`src/design/rgbf_pkg.sv`:
```
package rgbf_pkg;

    localparam int MAX_WIDTH  = 256;
    localparam int MAX_HEIGHT = 256;
    localparam int MIN_DIM    = 3;
    localparam int LINE_AW    = $clog2(MAX_WIDTH);
    localparam int DIM_W      = 9;
    localparam int ROW_W      = 9;
    localparam int RC_W       = ROW_W + 1;
    localparam int CFG_IDX_W  = 3;
    localparam int CFG_DATA_W = 9;
    localparam int OUT_DEPTH  = 8;
    localparam int OUT_PTR_W  = $clog2(OUT_DEPTH);
    localparam int CREDIT_W   = $clog2(OUT_DEPTH + 1);
    localparam int SUM_W      = 12;
    localparam int ARITH_W    = 14;
    localparam int BLUR_RECIP = 7282;
    localparam int BLUR_SHIFT = 16;
    localparam int SHARP_GAIN = 10;

    typedef enum logic [1:0] {
        MODE_PASS    = 2'd0,
        MODE_BLUR    = 2'd1,
        MODE_SHARPEN = 2'd2,
        MODE_BRIGHT  = 2'd3
    } t_mode;

    typedef enum logic [CFG_IDX_W-1:0] {
        CFG_MODE   = 3'd0,
        CFG_OFFSET = 3'd1,
        CFG_KEEP   = 3'd2,
        CFG_WIDTH  = 3'd3,
        CFG_HEIGHT = 3'd4
    } t_cfg_idx;

    localparam t_mode            RST_MODE   = MODE_PASS;
    localparam logic [8:0]       RST_OFFSET = 9'd10;
    localparam logic [2:0]       RST_KEEP   = 3'b111;
    localparam logic [DIM_W-1:0] RST_WIDTH  = 9'd200;
    localparam logic [DIM_W-1:0] RST_HEIGHT = 9'd200;

    // channel 0 red, 1 green, 2 blue
    typedef logic [2:0][7:0] t_px;
    // [row][column], row 0 on top, column 2 newest
    typedef t_px [2:0][2:0] t_win;

    typedef struct packed {
        t_px upper;
        t_px middle;
    } t_line;

    typedef struct packed {
        logic vld;
        logic border;
        logic eof;
    } t_ctl;

    typedef struct packed {
        logic [7:0] red;
        logic [7:0] green;
        logic [7:0] blue;
        logic       eof;
    } t_res;

endpackage

```
`src/design/rgbf_res_if.sv`:
```
interface rgbf_res_if;
    logic       valid;
    logic       ready;
    logic [7:0] red_out;
    logic [7:0] green_out;
    logic [7:0] blue_out;
    logic       end_of_frame;

    modport source (output valid, red_out, green_out, blue_out, end_of_frame, input ready);
    modport sink (input valid, red_out, green_out, blue_out, end_of_frame, output ready);
endinterface

```
`src/design/rgbf_out_fifo.sv`:
```
module rgbf_out_fifo
    import rgbf_pkg::*;
(
    input  logic         i_clk,
    input  logic         i_rst_n,
    input  logic         i_push,
    input  t_res         i_data,
    rgbf_res_if.source   o_res
);
    t_res                 r_mem [OUT_DEPTH];
    logic [OUT_PTR_W-1:0] r_wp;
    logic [OUT_PTR_W-1:0] r_rp;
    logic [OUT_PTR_W:0]   r_cnt;
    logic                 pop;

    assign o_res.valid        = (r_cnt != '0);
    assign o_res.red_out      = r_mem[r_rp].red;
    assign o_res.green_out    = r_mem[r_rp].green;
    assign o_res.blue_out     = r_mem[r_rp].blue;
    assign o_res.end_of_frame = r_mem[r_rp].eof;
    assign pop                = o_res.valid && o_res.ready;

    always_ff @(posedge i_clk) begin
        if (!i_rst_n) begin
            r_wp  <= '0;
            r_rp  <= '0;
            r_cnt <= '0;
        end else begin
            if (i_push) begin
                r_wp <= r_wp + 1'b1;
            end
            if (pop) begin
                r_rp <= r_rp + 1'b1;
            end
            r_cnt <= r_cnt + (OUT_PTR_W+1)'(i_push) - (OUT_PTR_W+1)'(pop);
        end
        if (i_push) begin
            r_mem[r_wp] <= i_data;
        end
    end
endmodule

```
`src/flat_wrapper.sv`:
```
// flat-port wrapper written by rule: the top's interface ports become plain ports
module rgbf_out_fifo_flat import rgbf_pkg::*;
  (i_clk, i_rst_n, i_push, i_data, o_res_valid, o_res_red_out, o_res_green_out, o_res_blue_out, o_res_end_of_frame, o_res_ready);
  rgbf_res_if o_res_i ();
  input  logic i_clk;
  input  logic i_rst_n;
  input  logic i_push;
  input  t_res i_data;
  output wire logic [$bits(o_res_i.valid)-1:0] o_res_valid;
  output wire logic [$bits(o_res_i.red_out)-1:0] o_res_red_out;
  output wire logic [$bits(o_res_i.green_out)-1:0] o_res_green_out;
  output wire logic [$bits(o_res_i.blue_out)-1:0] o_res_blue_out;
  output wire logic [$bits(o_res_i.end_of_frame)-1:0] o_res_end_of_frame;
  input wire logic [$bits(o_res_i.ready)-1:0] o_res_ready;
  assign o_res_valid = o_res_i.valid;
  assign o_res_red_out = o_res_i.red_out;
  assign o_res_green_out = o_res_i.green_out;
  assign o_res_blue_out = o_res_i.blue_out;
  assign o_res_end_of_frame = o_res_i.end_of_frame;
  assign o_res_i.ready = o_res_ready;
  rgbf_out_fifo u_core (.i_clk(i_clk), .i_rst_n(i_rst_n), .i_push(i_push), .i_data(i_data), .o_res(o_res_i));
endmodule
```
`config.mk`:
```
export PLATFORM = sky130hd
export DESIGN_NAME = rgbf_out_fifo_flat
export DESIGN_NICKNAME = d
export VERILOG_FILES = /design/src/design/rgbf_pkg.sv /design/src/design/rgbf_res_if.sv /design/src/design/rgbf_out_fifo.sv /design/src/flat_wrapper.sv
export SDC_FILE = /design/constraint.sdc
export NUM_CORES = 1
export LEC_CHECK = 0
export BUFFER_PORTS_ARGS = -buffer_cell sky130_fd_sc_hd__buf_2
export CORE_ASPECT_RATIO = 1.75
export CORE_UTILIZATION = 30
export DETAILED_ROUTE_END_ITERATION = 12
export PLACE_DENSITY_LB_ADDON = 0.2
export SLEW_MARGIN = 20
export SYNTH_ARGS = -nofsm -noshare
export SYNTH_HDL_FRONTEND = slang
export SYNTH_SLANG_ARGS = --single-unit
```
`constraint.sdc`:
```
create_clock -name i_clk -period 3.35 [get_ports i_clk]
set_clock_uncertainty 0.2 [all_clocks]
set_input_delay 0.1675 -clock i_clk [delete_from_list [all_inputs] [get_ports i_clk]]
set_output_delay 0.1675 -clock i_clk [all_outputs]
set_load 0.005 [all_outputs]
```
# [After elaboration in Yosys (flattened, before gate mapping)]
# Memory sizes are Yosys's and may differ from the RTL's. A register that Yosys moved wholly into a read port is not among the register bits.
# Index checks and enable logic that the tools add are counted.
[word_totals] register_bits=10 latch_bits=0 ram_bits=200 rom_bits=0 in_bits=29 output_inout_bits=26 word_cells=14 memories=1
[classes] n_addsub=4 multipliers=0 div=0 order_cmp=0 n_eq_ne=0 n_shift=0 mux=4 n_bitwise=0 reduce_logical=2
[mem_list] memory="u_core.r_mem" depth=8 word_bits=25 read_ports=1 rd_ports_with_merged_regs=1 wr=1 line_no="rgbf_out_fifo.sv:10" text="t_res r_mem [OUT_DEPTH];"
[op_table] cell="adder 3 x 1 -> 3 bit (second input constant)" count=2
[op_table] cell="two-way mux 3 bit" count=2
[op_table] cell="adder 4 x 1 -> 4 bit" count=1
[op_table] cell="nonzero test 4 bit" count=1
[op_table] cell="subtractor 4 x 1 -> 4 bit" count=1
[op_table] cell="two-way mux 1 bit" count=2
[op_table] cell="logical AND 1 bit" count=1

# [Depth between registers and ports, before layout]
[depth] word_depth=4 ltp_mapped=10 ltp_nobuf=10

# [Worst setup path before layout]
# OpenSTA, ideal clock, no wires.
[synth_path] path_type="register -> register" startpoint="reg u_core.r_wp[2]" endpoint="mem u_core.r_mem[0][0] (netlist bit) (enable)" setup_time_ns=0.438 arrival_time_ns=2.233 required_ns=2.712 setup_slack_ns=0.479 stages_incl_launch_ff=3 n_path_buf=0 synth_period_minus_slack_ns=2.871 cell_sequence="dfxtp_1 nand2b_1 nor3_1"
[synth_lines] element="start: declaration" line_no="rgbf_out_fifo.sv:11" text="logic [OUT_PTR_W-1:0] r_wp;"
[synth_lines] element="start signal: assignment" line_no="rgbf_out_fifo.sv:30" text="r_wp <= r_wp + 1'b1;"
[synth_lines] element="end: declaration" line_no="rgbf_out_fifo.sv:10"
# Straight into the memory's write port.

==> out/metrics.cfg <==
[clocking]
cts-root-buf = clkbuf_16
post_cts_buffers = 0
ctsHoldBuffers = 28
clk_path_buf_depth = 3
htree_levels = 1
cts_resized = 0
cts_buffers = 20
tritoncts = done
cts_num_sinks = 213
worstSkewPairLatency_ns = 0.48
clk_pin_slew_worst_paths_ns = 0.06

[job]
maxCapViolCount = 0

[grt]
antenna_found_initial = 0
grt_max_degree = 27
grt_pass1_vias = 4249
grt_pass1_wl_mm = 25.2
grt-ovfl-total = 0
grt_usage_pct = 12.0

[critical_path]
start_kind = flip-flop
endpoint_kind = primary output
cp_slowest_stage_delay_ns = 0.70
cp_slowest_cell = dfxtp_2
critPathMaxFanout = 26
cpLargestDelayFamily = multiplexers
critPathArrivalTime_ns = 2.51
crit_buf_inv = 2
required_ns = 2.98
critPathKind = reg2out
crit_path_cell_trace = buf_12, mux4_1, mux2_2, buf_2

[sta]
maxSlewHeadroom_pct = 61.6
layout_setup_ws_ns = 0.468
finalCriticalPeriod_ns = 2.88
final_max_slew_viol_count = 0
fin_setup_tns_ns = 0
hold_ws_ns = 0.280
finalSetupViolCount = 0
tightest_slew_ns = 0.575
max_freq_mhz = 347
period_share_pct = 86.0
hold_violations = 0
rsz0062_at_grt = no

[final_layout]
finalCoreUtilization_pct = 37.0
final_cell_area_um2 = 10100
antennaDiodeCount = 0
final_cells = 846
syn2layout_area_growth_pct = 20.7
layout_common_cells = 200 x edfxtp_1, 54 x buf_2, 50 x mux4_1, 28 x dlygate4sd3_1, 25 x mux2_2
final_layout_size_suffix_gt1_share_pct = 28.5
final_common_cell = edfxtp_1
fin_nets = 499

[placed_design]
dpl.cell_count = 782
place.gp.congestion = 0.687
preCtsSetupSlack_ns = 0.938
io_buffers = 54
dpl_cell_area_um2 = 9170
hpwl_mm = 9.28

[power]
comb_power_share_pct = 14.5
p_int_mw = 4.81
seqPwrFrac_pct = 49.2
vdd_drop_max_uv = 344
leakage_nw = 3.37
swShare_pct = 22.8
switchingPower_mw = 1.42
p_per_area_nw_per_um2 = 617
p_clk_share_pct = 36.2
finalPower_mw = 6.23

[drt]
vias_per_cell = 4.51
detail_route.first_pass.iterations = 6
drtIter0Drc = 142
num_vias = 3814
wl_per_cell_um = 19.4
finalWirelength_mm = 16.4
ant_nets = 0
drc = 0

[floorplanning]
fp.dieH_um = 223
pin_count = 55
dieArea_um2 = 28600
initial_core_util_pct = 30.6
die_w_um = 128
core_area_um2 = 27300
num_rows = 80

[run_status]
status = completed

[synth]
netlist_instances = 362
ys_ff_latch = 213
netlist_area_um2 = 8370
synth.avg_cell_area_um2 = 23.1
yosysWarnings = 0
syn_nets = 398
ys_types = 25
ys_seq_area_share_pct = 74.8

[hold_path]
hold_class = reg2reg

[cell families (layout without fill, tap and decap cells)]
kind of cell / count (synthesis) / in the layout / share of synthesized area [%]
AO/OA/AOI/OAI: 2 / 2 / 0.149
multiplexers: 84 / 84 / 20.1
flip-flops: 213 / 213 / 74.8
XOR/XNOR: 3 / 3 / 0.314
adder cells (fa/ha/maj): 7 / 7 / 1.14
buffers and inverters: 20 / 135 / 1.46
AND/OR/NAND/NOR: 33 / 33 / 1.97
[tightest hold or removal path, stage by stage, from the launching register on]
cell     delay, ns
dfxtp_1       0.31
nand2_1       0.07
mux2i_1       0.06
[layer usage]
layer | share of wire, % | track usage [%]
met1 | 41 | 14.4
met2 | 53 | 21.4
met3 | 3.3 | 1.82
met5 | 0 | 0
met4 | 2.5 | 4.78
[path summary, 6_finish.rpt]
| check | slack [ns] | startpoint | to | depth (start not counted) |
|---|---|---|---|---|
| worst max-delay path | 0.47 | flip-flop | o_res_green_out[5] | 4 |
| worst min-delay path | 0.28 | u_core.r_rp[2] | flip-flop | 2 |
| worst max register to register | 0.92 | u_core.r_cnt[2] | u_core.r_cnt[1] | 9 |
| worst min register to register | 0.28 | u_core.r_rp[2] | flip-flop | 2 |
[final cells by class]
cell class / count / area (um2)
fill: 2484 / 17200
tap: 369 / 462
inverter: 4 / 15.0
sequential: 213 / 6270
timing repair buffer: 95 / 661
clock inverter: 11 / 118
multi-input combinational: 129 / 2040
clock buffer: 25 / 541
[power groups by stage]
stage                     clock, mW  sequential [mW]  combinational, mW
final                          2.26             3.07              0.906
after global routing           2.42             3.08               1.00
after CTS                      2.33             3.07              0.936
after detailed placement          0             3.13              0.906
after global placement            0             3.13              0.891
after floorplan                   0             3.09              0.618
[sequential cells by signal (all words and copies together), names as in the netlist, named ones only]
name and count:
u_core.r_mem 200, u_core.r_cnt 4, u_core.r_rp 3, u_core.r_wp 3
[cells in the mapped netlist]
master,instances,share of area [%]
nor2b_1,2,0.15
dfxtp_1,13,3.1
buf_1,5,0.22
or2_2,1,0.075
nand2_1,9,0.40
a21o_1,1,0.090
edfxtp_1,200,72
nand2b_1,6,0.45
and2_1,4,0.30
mux4_1,50,16
or3b_2,1,0.10
nor2_1,7,0.31
xnor2_1,2,0.21
xor2_1,1,0.10
nand3_1,1,0.060
a21oi_1,1,0.060
buf_6,6,0.81
mux2_2,25,3.4
mux2i_1,9,1.1
ha_1,6,0.90
fa_1,1,0.24
clkbuf_1,3,0.13
buf_2,2,0.12
inv_1,4,0.18
nor3_1,2,0.12
(Power assumes the default switching activity.)
