--- config.mk ---
export PLATFORM = sky130hd
export DESIGN_NAME = rgbf_filter
export DESIGN_NICKNAME = d
export VERILOG_FILES = /design/src/design/rgbf_pkg.sv /design/src/design/rgbf_filter.sv
export SDC_FILE = /design/constraint.sdc
export NUM_CORES = 1
export LEC_CHECK = 0
export ABC_AREA = 1
export BUFFER_PORTS_ARGS = -buffer_cell sky130_fd_sc_hd__buf_4
export CAP_MARGIN = 20
export CORE_MARGIN = 2
export CORE_UTILIZATION = 40
export CTS_BUF_LIST = sky130_fd_sc_hd__clkbuf_2
export DETAILED_ROUTE_END_ITERATION = 10
export PLACE_DENSITY = 0.71
export SETUP_SLACK_MARGIN = 0.5
export SYNTH_ARGS = -nofsm -noshare
export SYNTH_HDL_FRONTEND = slang
export SYNTH_SLANG_ARGS = --single-unit
--- constraint.sdc ---
create_clock -name i_clk -period 11.25 [get_ports i_clk]
set_input_delay 0 -clock i_clk [delete_from_list [all_inputs] [get_ports i_clk]]
set_output_delay 0 -clock i_clk [all_outputs]
set_load 0.03 [all_outputs]
--- src/design/rgbf_pkg.sv ---
package rgbf_pkg;

    localparam int MAX_WIDTH  = 256;
    localparam int MAX_HEIGHT = 256;
    localparam int MIN_DIM    = 3;
    localparam int LINE_AW    = $clog2(MAX_WIDTH);
    localparam int DIM_W      = 9;
    localparam int ROW_W      = 9;
    localparam int RC_W       = ROW_W + 1;
    localparam int CFG_IDX_W  = 3;
    localparam int CFG_DATA_W = 9;
    localparam int OUT_DEPTH  = 8;
    localparam int OUT_PTR_W  = $clog2(OUT_DEPTH);
    localparam int CREDIT_W   = $clog2(OUT_DEPTH + 1);
    localparam int SUM_W      = 12;
    localparam int ARITH_W    = 14;
    localparam int BLUR_RECIP = 7282;
    localparam int BLUR_SHIFT = 16;
    localparam int SHARP_GAIN = 10;

    typedef enum logic [1:0] {
        MODE_PASS    = 2'd0,
        MODE_BLUR    = 2'd1,
        MODE_SHARPEN = 2'd2,
        MODE_BRIGHT  = 2'd3
    } t_mode;

    typedef enum logic [CFG_IDX_W-1:0] {
        CFG_MODE   = 3'd0,
        CFG_OFFSET = 3'd1,
        CFG_KEEP   = 3'd2,
        CFG_WIDTH  = 3'd3,
        CFG_HEIGHT = 3'd4
    } t_cfg_idx;

    localparam t_mode            RST_MODE   = MODE_PASS;
    localparam logic [8:0]       RST_OFFSET = 9'd10;
    localparam logic [2:0]       RST_KEEP   = 3'b111;
    localparam logic [DIM_W-1:0] RST_WIDTH  = 9'd200;
    localparam logic [DIM_W-1:0] RST_HEIGHT = 9'd200;

    // channel 0 red, 1 green, 2 blue
    typedef logic [2:0][7:0] t_px;
    // [row][column], row 0 on top, column 2 newest
    typedef t_px [2:0][2:0] t_win;

    typedef struct packed {
        t_px upper;
        t_px middle;
    } t_line;

    typedef struct packed {
        logic vld;
        logic border;
        logic eof;
    } t_ctl;

    typedef struct packed {
        logic [7:0] red;
        logic [7:0] green;
        logic [7:0] blue;
        logic       eof;
    } t_res;

endpackage

--- src/design/rgbf_filter.sv ---
module rgbf_filter
    import rgbf_pkg::*;
(
    input  logic       i_clk,
    input  logic       i_rst_n,
    input  t_win       i_win,
    input  t_ctl       i_ctl,
    input  t_mode      i_mode,
    input  logic [8:0] i_offset,
    input  logic [2:0] i_keep,
    output logic       o_push,
    output t_res       o_data
);
    logic [2:0][SUM_W-1:0] n_sum;
    logic [2:0][SUM_W-1:0] r_sum;
    t_px                   r_ctr;
    t_ctl                  r_ctl;
    t_px                   res_px;

    function automatic logic [7:0] sat8(input logic signed [ARITH_W-1:0] v);
        logic [7:0] s;
        if (v < 0) begin
            s = 8'd0;
        end else if (v > ARITH_W'(255)) begin
            s = 8'd255;
        end else begin
            s = v[7:0];
        end
        return s;
    endfunction

    // stage A: window sums
    always_comb begin
        logic [SUM_W-1:0] row_sum [3];
        for (int k = 0; k < 3; k++) begin
            for (int a = 0; a < 3; a++) begin
                row_sum[a] = SUM_W'(i_win[a][0][k]) + SUM_W'(i_win[a][1][k])
                           + SUM_W'(i_win[a][2][k]);
            end
            n_sum[k] = row_sum[0] + row_sum[1] + row_sum[2];
        end
    end

    always_ff @(posedge i_clk) begin
        if (!i_rst_n) begin
            r_ctl <= '0;
        end else begin
            r_ctl <= i_ctl;
        end
        r_sum <= n_sum;
        r_ctr <= i_win[1][1];
    end

    // stage B: kernel, saturate, mask
    always_comb begin
        logic [SUM_W+13:0]          prod;
        logic signed [ARITH_W-1:0]  ctr_s;
        logic signed [ARITH_W-1:0]  sum_s;
        logic signed [ARITH_W-1:0]  off_s;
        logic signed [ARITH_W-1:0]  v;
        for (int k = 0; k < 3; k++) begin
            prod  = (SUM_W+14)'(r_sum[k]) * (SUM_W+14)'(BLUR_RECIP);
            ctr_s = $signed(ARITH_W'(r_ctr[k]));
            sum_s = $signed(ARITH_W'(r_sum[k]));
            off_s = ARITH_W'($signed(i_offset));
            v     = ctr_s;
            unique case (i_mode)
                MODE_PASS: begin
                    v = ctr_s;
                end
                MODE_BLUR: begin
                    if (!r_ctl.border) begin
                        v = $signed(ARITH_W'(prod[BLUR_SHIFT +: 8]));
                    end
                end
                MODE_SHARPEN: begin
                    if (!r_ctl.border) begin
                        v = ctr_s * ARITH_W'(SHARP_GAIN) - sum_s;
                    end
                end
                MODE_BRIGHT: begin
                    v = ctr_s + off_s;
                end
                default: begin
                    v = ctr_s;
                end
            endcase
            res_px[k] = i_keep[k] ? sat8(v) : 8'd0;
        end
    end

    assign o_push = r_ctl.vld;
    assign o_data = '{red: res_px[0], green: res_px[1], blue: res_px[2], eof: r_ctl.eof};
endmodule

# Word level (Yosys, flattened, before mapping)
# Cells that the tools add are included.
# word_totals
regBits	63
latch_bits	0
mem_bits_rw	0
romBits	0
inputBits	235
elab_cells	73
memories	0
# op_classes
n_addsub	30
n_mul	6
n_div	0
order_cmp	6
n_eq_ne	3
shift	0
mux	18
bitwise	0
reduce_logical	1
# op_table
op	count
one-hot mux 14 bit (4 select lines)	3
2-to-1 mux 8 bit	12
adder 9 x 8 -> 10 bit	9
adder 8 x 8 -> 9 bit	9
multiplier 12 x 12 -> 23 bit (second input constant)	3
> comparator 14 x 9 -> 1 bit (second input constant)	3
less-than comparator 14 x 1 -> 1 bit (second input constant)	3
2-to-1 mux 14 bit	3
subtractor 12 x 12 -> 13 bit	3
adder 11 x 10 -> 12 bit	3
adder 10 x 10 -> 11 bit	3
multiplier 8 x 3 -> 11 bit (second input constant)	3
adder 9 x 9 -> 10 bit	3
== test 2 bit (second input constant)	2
== test 2 x 1 -> 1 bit (second input constant)	1
logical NOT 2 bit	1

# Longest topological paths before layout
# depth
ltp_word	8
ltp_mapped	26
mapped_depth_nobuf	26

# Worst setup path before layout
# OpenSTA, ideal clock, no wires.
# synth_timing
kind	register to output
from	register r_sum[13] (netlist name)
to	output port o_data[13] (netlist name)
t_arrival_ns	4.633
required_time_ns	11.250
slack_ns	6.617
path_stages_with_launch	24
cell_sequence	dfxtp_1 -> inv_1 -> fa_1 -> inv_1 -> ha_1 -> inv_1 -> fa_1 -> inv_1 -> fa_1 -> inv_1 -> fa_1 -> inv_1 -> ha_1 -> a21oi_1 -> nor2_1 -> nor2_1 -> nor3_1 -> nor2_1 -> nand3_1 -> nand3_1 -> nand2_1 -> nand2_1 -> nand2_1 -> a21oi_1
# synth_rtl
item	line	text
start: declaration	rgbf_filter.sv:15	logic [2:0][SUM_W-1:0] r_sum;
start signal: assignment	rgbf_filter.sv:50	r_sum <= n_sum;
end: declaration	rgbf_filter.sv:12	output t_res o_data

==> metrics.txt <==
register area share after synthesis=slightly below 7%; RSZ-0062 raised after global routing=false; Post-synth EDFFs=0; Synth Cell Area=approximately 18,000 sq um; syn_area_per_cell=a little under 8 sq um; hold-critical path depth=5; Post-CTS Setup Bufs=0; largest family of logic cells by synthesized area=adder cells; crit start category=flop; area growth from synthesis to layout=20.7%; Period minus WS final=6000 ps; placed cells=approximately 3,200; worst-path cell chain=inv_1 -> fa_1 -> inv_1 -> ha_1 -> inv_1 -> fa_1 -> inv_1 -> fa_1 -> inv_1 -> fa_1 -> inv_1 -> ha_1 -> nand2_1 -> inv_1 -> a21oi_1 -> nand3_1 -> nand2_1 -> nand3_1 -> nand3_1 -> nand3_1 -> nand3_1 -> nand2_1 -> a21oi_1 -> buf_4; Starting Density=a little over 40%; Compound-Gate Fraction of Synth Area=9.00%; HP Class=input port to flop; number of max-cap violations=0; Via-to-Cell Ratio=4.97; crit path DAT=6000 ps; CTS tree=built; Area after DPL=20,900 sq um; design area=22,000 sq um; antenna violations before repair=1; worst path required time=11,250 ps; Adder-Cell Fraction of Synth Area=approximately half; fillers=4,362; clock transition at the registers of the reported paths=200 ps; Hold Violations, Final=0; crit path capture type=output pin; mux share of post-synthesis cell area=0%; CP Max Fanout=4; detailed placer's ending HPWL=44.6 mm; cell family with most CP delay=adder cells; gr ovfl total=0; # port buffers=260; Clock Path Buffers=2; syn_nets=3,189; clock sinks=63; root buffer cell=clkbuf_2; vias in the first global route=17,098; ys flop type=dfxtp_1; overall die width=218 um; xor and xnor area share after synthesis=2.88%; Routed WL per cell=15.6 um; die height=218 um; H-tree depth=3; Core Area=approximately 45,000 sq um; hold_sp=i_win[193]; Slowest-stage cell, CP=fa_1; hold endpoint=r_sum[2]; initial DRC count=around 1,000; Final period util=around 53%; ys async rst share=0%; share of post-route cells with drive strength above 1=11.6%; crit-path most repeated cell=inv_1; gpl congestion=0.977; Setup CP Type=flop to output pin; Post-Synth Simple-Gate Area=19.1%; cts bufs inserted=9; status=finished clean; row count=78; Max stage delay on crit path=about 550 ps; Worst-Margin Slew=1050 ps; final wirelength=about 52 mm; global-route wire length before repair=between 80 and 90 mm; vias=about 17,000; CP Launch Point=r_sum[13]; largest net degree at the start of global routing=between 40 and 50; relative slew slack=~30%; DRT Pass-1 Iters=5; Ys Warns=0; Seq cells post-synth=63; multi-input logic area=14,900 sq um; Die Area=47,300 sq um; Synth cell types=43; final setup vio count=0; Buf+Inv Stages, Crit Path=8; GRT Overall Usage=22.6%; fmax=167 MHz; Antenna Nets Post-Route=0; io pins=261; Final nets=3,542; Mapped Cells=2,366; non-filler instance count after layout=3,325; TNS Setup=0 ps; Slew Viols, Final=0; register area=1260 sq um; DR DRC count=0
-- stage by stage --
step | worst slack, ps | util, % | hold WS, ps
2_1_floorplan | 6620 | - | 27.7
5_1_grt | 4880 | 48.7 | 56.9
3_5_place_dp | 6160 | 46.2 | 116
3_3_place_gp | 6260 | 46.2 | 122
6_report | 5250 | 48.7 | 88.7
4_1_cts | 5250 | 48.7 | 3.95
-- Yosys cell counts, types with 3 or more instances --
library cell | n | area (sq um)
o21bai_1 | 15 | 113
or2_2 | 16 | 100
a211oi_1 | 13 | 97.6
o21ai_1 | 5 | 25.0
a31oi_1 | 7 | 43.8
fa_1 | 258 | 5160
a221oi_1 | 3 | 26.3
clkbuf_1 | 7 | 26.3
and2_1 | 3 | 18.8
nor2_1 | 171 | 642
nand2_2 | 8 | 50.1
o211ai_1 | 3 | 22.5
nand3b_1 | 6 | 45.0
a21boi_0 | 3 | 22.5
a21o_1 | 16 | 120
dfxtp_1 | 63 | 1260
a21oi_1 | 155 | 776
nand4_1 | 24 | 150
nor3_1 | 13 | 65.1
nand2_1 | 451 | 1690
inv_1 | 514 | 1930
nor2_4 | 3 | 33.8
nand3_1 | 122 | 611
ha_1 | 330 | 4130
o21ai_0 | 67 | 335
xor2_1 | 38 | 333
buf_2 | 10 | 50.1
xnor2_1 | 22 | 193
-- cell type report --
type / instances / share of cell area (%)
antenna: 1 / 0.0114
clock buffer: 9 / 0.205
clock inverter: 7 / 0.546
inverter: 517 / 8.82
multi-input combinational: 1768 / 67.9
sequential: 63 / 5.73
tap: 600 / 3.41
timing repair buffer: 360 / 13.4
-- registers in the layout (all words and copies together), names as in the netlist --
register,flops
o_data,1
o_push,1
r_ctl,1
r_ctr,24
r_sum,36
-- layout by cell type, fill, tap and decap left out, types with 22 or more instances in the layout --
| cell type | netlist | routed |
|---|---|---|
| inv_1 | 514 | 514 |
| ha_1 | 330 | 330 |
| dlygate4sd3_1 | 0 | 98 |
| nand2_1 | 451 | 451 |
| nand3_1 | 122 | 122 |
| a21oi_1 | 155 | 155 |
| buf_4 | 1 | 262 |
| xor2_1 | 38 | 38 |
| nor2_1 | 171 | 171 |
| fa_1 | 258 | 258 |
| xnor2_1 | 22 | 22 |
| o21ai_0 | 67 | 67 |
| nand4_1 | 24 | 24 |
| dfxtp_1 | 63 | 63 |
-- tightest hold or removal path: cells and delay by family --
kind	cells	cell delay (ps)
adders and majority gates	4	690
buffers and inverters	1	80
-- cell families (layout without fill, tap and decap cells) --
logic type | after synthesis | count (layout)
AOI/OAI and AO/OA | 293 | 293
DFF | 63 | 63
adders and majority gates | 588 | 588
buffers and inverters | 535 | 893
and+or+nand+nor | 827 | 827
other | 0 | 1
xor gates and xnor gates | 60 | 60
-- metal layers --
layer  up-vias  wire length, um  track usage [%]
met1      7840            23100             29.6
met3        82             2270             2.85
li1       8171                -                -
met5         -                0                0
met4         0             1490             6.99
met2       418            24900             39.0
-- what timing repair did --
action / 4_1_cts / 5_1_grt
endpoints found under the hold margin: 42 / 0
hold buffers: 98 / 0
resized for setup: 0 / 0
-- how the worst max path moves through the flow --
stage | endpoint | cells past startpoint | slack [ps]
3_5_place_dp | o_data[16] | 24 | 6160
4_1_cts | o_data[16] | 24 | 5250
2_1_floorplan | o_data[13] | 23 | 6620
3_3_place_gp | o_data[12] | 24 | 6260
6_report | o_data[16] | 24 | 5250
5_1_grt | o_data[16] | 24 | 4880
Power is not shown: default switching activity piles up to over one toggle a cycle in this logic, so the estimate is an artifact.
